File: src/hw/rtl/cmt_pkg.sv
// package for the compartment membership tracker
// holds event codes, membership bit positions, counter types and default sizes
// no dependencies
package cmt_pkg;

  localparam int unsigned MAX_PATIENTS_DEF = 1024;
  localparam int unsigned NUM_GROUPS_DEF   = 16;

  localparam int unsigned NBITS     = 4;
  localparam int unsigned CNT_W     = 11;
  localparam int unsigned NSTATES_W = 2;

  localparam logic [NSTATES_W-1:0] NSTATES_RESET = 2'd3;
  localparam logic [NSTATES_W-1:0] NSTATES_TWO   = 2'd2;

  // membership bit positions
  localparam logic [1:0] BIT_PRESENT     = 2'd0;
  localparam logic [1:0] BIT_SUSCEPTIBLE = 2'd1;
  localparam logic [1:0] BIT_LATENT      = 2'd2;
  localparam logic [1:0] BIT_COLONIZED   = 2'd3;

  typedef enum logic [2:0] {
    EV_ACQUIRE   = 3'd0,
    EV_PROGRESS  = 3'd1,
    EV_CLEAR     = 3'd2,
    EV_ADMIT_S   = 3'd3,
    EV_ADMIT_L   = 3'd4,
    EV_ADMIT_C   = 3'd5,
    EV_DISCHARGE = 3'd6,
    EV_NONE      = 3'd7
  } event_kind_e;

  typedef logic [CNT_W-1:0]            cnt_t;
  typedef logic [NBITS-1:0]            member_t;
  typedef logic [NBITS-1:0][CNT_W-1:0] grp_cnt_t;

  localparam cnt_t CNT_MAX = '1;

  typedef struct packed {
    logic        act;
    logic        grp_ok;
    logic        undo;
    logic        two_states;
    event_kind_e kind;
  } evt_ctrl_t;

endpackage

File: src/hw/rtl/cmt_update.sv
// next-state logic for one event: new membership bits, flip masks and
// the updated saturating counters of the patient's group
// depends on cmt_pkg
module cmt_update import cmt_pkg::*; (
  input  evt_ctrl_t ctrl_i,
  input  member_t   bits_i,
  input  grp_cnt_t  grp_i,
  output member_t   bits_o,
  output member_t   set_o,
  output member_t   clr_o,
  output grp_cnt_t  grp_o
);

  logic [1:0] acq_bit;
  member_t    nxt;

  always_comb begin
    acq_bit = ctrl_i.two_states ? BIT_COLONIZED : BIT_LATENT;
    nxt     = bits_i;
    if (ctrl_i.act) begin
      if (!ctrl_i.undo) begin
        case (ctrl_i.kind)
          EV_ACQUIRE: begin
            nxt[BIT_SUSCEPTIBLE] = 1'b0;
            nxt[acq_bit]         = 1'b1;
          end
          EV_PROGRESS: begin
            nxt[BIT_LATENT]    = 1'b0;
            nxt[BIT_COLONIZED] = 1'b1;
          end
          EV_CLEAR: begin
            nxt[BIT_COLONIZED]   = 1'b0;
            nxt[BIT_SUSCEPTIBLE] = 1'b1;
          end
          EV_ADMIT_S: begin
            nxt[BIT_PRESENT]     = 1'b1;
            nxt[BIT_SUSCEPTIBLE] = 1'b1;
          end
          EV_ADMIT_L: begin
            nxt[BIT_PRESENT] = 1'b1;
            nxt[BIT_LATENT]  = 1'b1;
          end
          EV_ADMIT_C: begin
            nxt[BIT_PRESENT]   = 1'b1;
            nxt[BIT_COLONIZED] = 1'b1;
          end
          EV_DISCHARGE: nxt = '0;
          default: nxt = bits_i;
        endcase
      end else begin
        // only the compartment moves can be reversed
        case (ctrl_i.kind)
          EV_ACQUIRE: begin
            nxt[BIT_SUSCEPTIBLE] = 1'b1;
            nxt[acq_bit]         = 1'b0;
          end
          EV_PROGRESS: begin
            nxt[BIT_LATENT]    = 1'b1;
            nxt[BIT_COLONIZED] = 1'b0;
          end
          EV_CLEAR: begin
            nxt[BIT_COLONIZED]   = 1'b1;
            nxt[BIT_SUSCEPTIBLE] = 1'b0;
          end
          default: nxt = bits_i;
        endcase
      end
    end
  end

  assign bits_o = nxt;
  assign set_o  = nxt & ~bits_i;
  assign clr_o  = bits_i & ~nxt;

  // group counters saturate, since a patient may be given another group later
  always_comb begin
    for (int b = 0; b < NBITS; b++) begin
      grp_o[b] = grp_i[b];
      if (ctrl_i.grp_ok && set_o[b] && grp_i[b] != CNT_MAX) begin
        grp_o[b] = grp_i[b] + cnt_t'(1);
      end else if (ctrl_i.grp_ok && clr_o[b] && grp_i[b] != '0) begin
        grp_o[b] = grp_i[b] - cnt_t'(1);
      end
    end
  end

endmodule

File: config.mk
export PLATFORM = sky130hd
export DESIGN_NAME = cmt_update
export DESIGN_NICKNAME = d
export VERILOG_FILES = /design/src/hw/rtl/cmt_pkg.sv /design/src/hw/rtl/cmt_update.sv
export SDC_FILE = /design/constraint.sdc
export NUM_CORES = 1
export LEC_CHECK = 0
export BUFFER_PORTS_ARGS = -buffer_cell sky130_fd_sc_hd__clkbuf_2
export CAP_MARGIN = 10
export CELL_PAD_IN_SITES_DETAIL_PLACEMENT = 1
export CELL_PAD_IN_SITES_GLOBAL_PLACEMENT = 1
export CORE_AREA = 2 2 87 89
export DETAILED_ROUTE_END_ITERATION = 16
export DIE_AREA = 0 0 89 91
export GPL_ROUTABILITY_DRIVEN = 0
export GPL_TIMING_DRIVEN = 0
export PLACE_DENSITY = 0.93
export SYNTH_ARGS = -nofsm -noshare
export SYNTH_HDL_FRONTEND = slang
export SYNTH_SLANG_ARGS = --single-unit
File: constraint.sdc
create_clock -name vclk -period 2.5
set_clock_uncertainty 0.15 [all_clocks]
set_input_delay 0.125 -clock vclk [all_inputs]
set_output_delay 0.125 -clock vclk [all_outputs]
set_load 0.01 [all_outputs]
* After elaboration in Yosys (flattened, before gate mapping)
Cells that the tools add are included.
** Cells by class
- Add/sub/neg operators :: 8
- $lt $le $gt $ge :: 2
- Eq/ne operators :: 10
- Multiplexer cells :: 21
- Bitwise gates (word level) :: 7
- Reduce and logical (&&, ||, !) cells :: 27
** Operator list (count)
- 11-bit 2-to-1 mux :: 8
- 11-bit by 1-bit adder with 11-bit output (second input constant) :: 4
- 11-bit inequality test (second input constant) :: 4
- 11-bit nonzero test :: 4
- 11-bit by 1-bit subtractor with 11-bit output (second input constant) :: 4
- 1-bit logical AND :: 17
- 1-bit case mux with 3 select lines :: 5
- 4-bit bitwise AND :: 3
- 4-bit NOT :: 3
- 3-bit == test (second input constant) :: 3
- 4-bit 2-to-1 mux :: 2
- 2-bit OR reduction :: 4
- 3-bit by 2-bit == test with 1-bit output (second input constant) :: 2
- 4-bit OR :: 1
- 1-bit case mux with 2 select lines :: 2
- 3-bit by 1-bit == test with 1-bit output (second input constant) :: 1
- 3-bit zero test :: 1
- 2-bit by 3-bit less-than comparator with 1-bit output (second input constant) :: 1
- 1-bit 2-to-1 mux :: 3
- 3-bit OR reduction :: 1
- 1-bit demux with 2-bit select :: 1
- 2-bit by 1-bit greater-or-equal comparator with 1-bit output (second input constant) :: 1
** Storage, ports and cells
- Flip-flop bits (word level) :: 0
- Input port bits :: 55
- Output and inout bits :: 56
- Word-level logic and storage cells :: 75

* Logic depth before layout (Yosys ltp)
- Depth in word-level cells :: 16
- Depth in mapped cells :: 8
- Mapped depth without buffers :: 7

* Worst setup path before layout
OpenSTA, ideal clock, no wires.
- Kind :: input-to-output
- Start point :: in grp_i[0] in the netlist's numbering
- End point :: out grp_o[3] in the netlist's numbering
- Arrival :: 1749 ps
- Slack :: 476 ps
- Stages on the path :: 7
- Buffers on the path :: 0
- Path through :: inv_1 ha_1 or4b_1 or4_4 nand2_4 o22ai_2 xor2_1
** RTL lines
- start, declared :: RTL line cmt_update.sv:7 : input grp_cnt_t grp_i,
- end, declared :: RTL line cmt_update.sv:11 : output grp_cnt_t grp_o

==> out/results.tsv <==
metric	value	unit
setup.worst_path.start_class	input port	
crit_chain	clkbuf_2, inv_2, ha_1, or4b_4, or4_4, nand2_4, o22ai_1, xor2_1, clkbuf_2	
die_x	89	um
combPwrFrac	100.0	%
place_area	2858	um2
max_freq	422.3	MHz
drc	0	
yosysSeqAreaShare	0	%
diodes	0	
cap_viol_max_count	0	
p_int	148.9	uW
ant_nets	0	
grt_pass1_vias	3100	
core_area	7137	um2
ys.warnings.count	0	
grt_util_met2	36.69	%
hp-class	input port to primary output	
seqPwrFrac	0	%
use_met1	25.69	%
finalMaxSlewViolations	0	
synth_area_per_cell	6.525	um2
grt_overflow	0	
timing.setup.tns	0	ns
slowest_stage	or4b_4	
wl_per_cell	16.14	um
cp_num_buf_inv	3	
seqCellArea	0	um2
cts_hold_buf	0	
cpMostUsedCell	clkbuf_2	
path_delay_family	simple AND/OR/NAND/NOR gates	
hold_viol_final	0	
crit_type	input port to primary output	
io-pin-count	111	
min_from	grp_i[15]	
p_per_area	132.3	nW/um2
worstMarginPinSlew	0.6521	ns
design.die.area	8099	um2
status	completed	
power_switching	238.6	uW
post-place-ws	0.01228	ns
grt_util_met3	2.091	%
antenna_found_initial	0	
rsz0062_at_grt	false	
initial_core_util	31.08	%
grt_usage	20.38	%
rows	31	
clockBufferCount	0	
stdcell_area	2929	um2
grt_first_pass_wirelength	14.15	mm
final_common_cell	clkbuf_2	
power	387.5	uW
numPortBuffers	103	
p_clk_share	0	%
switching_share	61.56	%
sequential_cell_total	0	
synth_cell_type_count	60	
ir_worst_vdd	49.64	uV
yosys-top-cells-area	xnor2_1, xor2_1, nor3_1, ha_1, and3_1	
synth_top_area_share	9.081	%
busiest_layer	met2	
critPathCaptureType	primary output	
drive_gt1_share	30.18	%
syn_nets	403	
startpoint	grp_i[0]	
critical_path.max_stage_delay	0.49	ns
first_pass_iters	4	
mostFrequentLayoutCells	clkbuf_2, nor2_1, xnor2_1	
wl	8.762	mm
slew_headroom	56.07	%
dieHeight	91	um
cp.required	2.23	ns
syn_inst	340	
synth_area	2218	um2
yosys.area.top_type	xnor2_1	
route.vias.total	3176	
place_hpwl	7.312	mm
crit_path_max_fanout	6	
min_period_over_period	94.73	%
leakagePower	1.241	nW
fin_nets	509	
nFillCells	995	
whs_path_depth	3	
timing.final.setup_violations	0	
crit_arrival	2.09	ns
drt_iter0_drc	174	
area_growth	32.04	%
grt_max_degree	11	
via_per_inst	5.849	
worstHoldEndpoint	grp_o[15]	
setup_slack	0.1318	ns
fin_crit	2.368	ns
[tightest hold or removal path: stages]
cell,delay [ns]
clkbuf_2,0.10
xor2_1,0.06
clkbuf_2,0.12
[cells in the mapped netlist, drive strengths merged, types with 3 or more instances]
cell	number
and4	5
o22ai	5
nand3	13
nand3b	3
o211ai	3
a31oi	8
a22oi	3
and2	6
a21oi	14
nand4	16
or3	6
nor2b	5
a41oi	5
nor4	5
and3	15
or3b	4
buf	9
o32ai	4
nand2	23
o21ai	11
xor2	14
or4	4
nand2b	6
nor3	21
a32oi	10
o2111ai	3
clkbuf	9
ha	8
a211oi	4
xnor2	23
nor3b	6
and3b	4
nor2	25
inv	18
[timing repair]
action / in CTS / in global routing
hold endpoints to repair: 0 / 0
pin swaps: 0 / 2
resized for setup: 1 / 8
setup endpoints to repair: 1 / 14
setup buffers: 0 / 1
[worst max-delay path by stage]
stage                     end  slack (ns)  depth (start not counted)
finish               grp_o[4]        0.13                          9
global route         grp_o[4]        0.02                          9
CTS                  grp_o[0]        0.06                          9
detailed placement  grp_o[43]        0.01                          8
global placement    grp_o[43]        0.05                          8
floorplan            grp_o[3]        0.48                          7
[metal layers]
metal / vias up / wire, um
met5: - / 0
met4: 0 / 163
met3: 12 / 510
met2: 116 / 4394
met1: 1517 / 3693
li1: 1531 / -
[cell families (layout without fill, tap and decap cells)]
group / count (synthesis) / count (layout) / synth area share [%]
xor gates and xnor gates: 37 / 37 / 14.61
adders and majority gates: 8 / 8 / 4.512
muxes: 1 / 1 / 0.4512
and+or+nand+nor: 170 / 170 / 44.16
buffers and inverters: 36 / 140 / 6.993
AOI/OAI and AO/OA: 88 / 88 / 29.27
[stage by stage]
stage	utilization [%]	std cells	hold slack, ns
after detailed placement	40.04	542	0.3850
after floorplan	-	340	0.1463
after global placement	40.04	542	0.3804
after global routing	41.04	543	0.4165
final	41.04	543	0.3811
after CTS	40.15	542	0.3843
[power groups by stage]
stage | Combinational (mW) | Clock, mW | Sequential [mW]
4_1_cts | 0.380 | 0 | 0
3_5_place_dp | 0.377 | 0 | 0
2_1_floorplan | 0.205 | 0 | 0
5_1_grt | 0.428 | 0 | 0
3_3_place_gp | 0.360 | 0 | 0
6_report | 0.387 | 0 | 0
[area by class of cell]
class / instances / area, um2 / share of cell area [%]
inverter: 18 / 67.56 / 2.307
tap: 99 / 123.9 / 4.229
multi-input combinational: 304 / 2115 / 72.19
timing repair buffer: 104 / 535.5 / 18.28
buffer: 18 / 87.58 / 2.990
(Power assumes the default switching activity.)
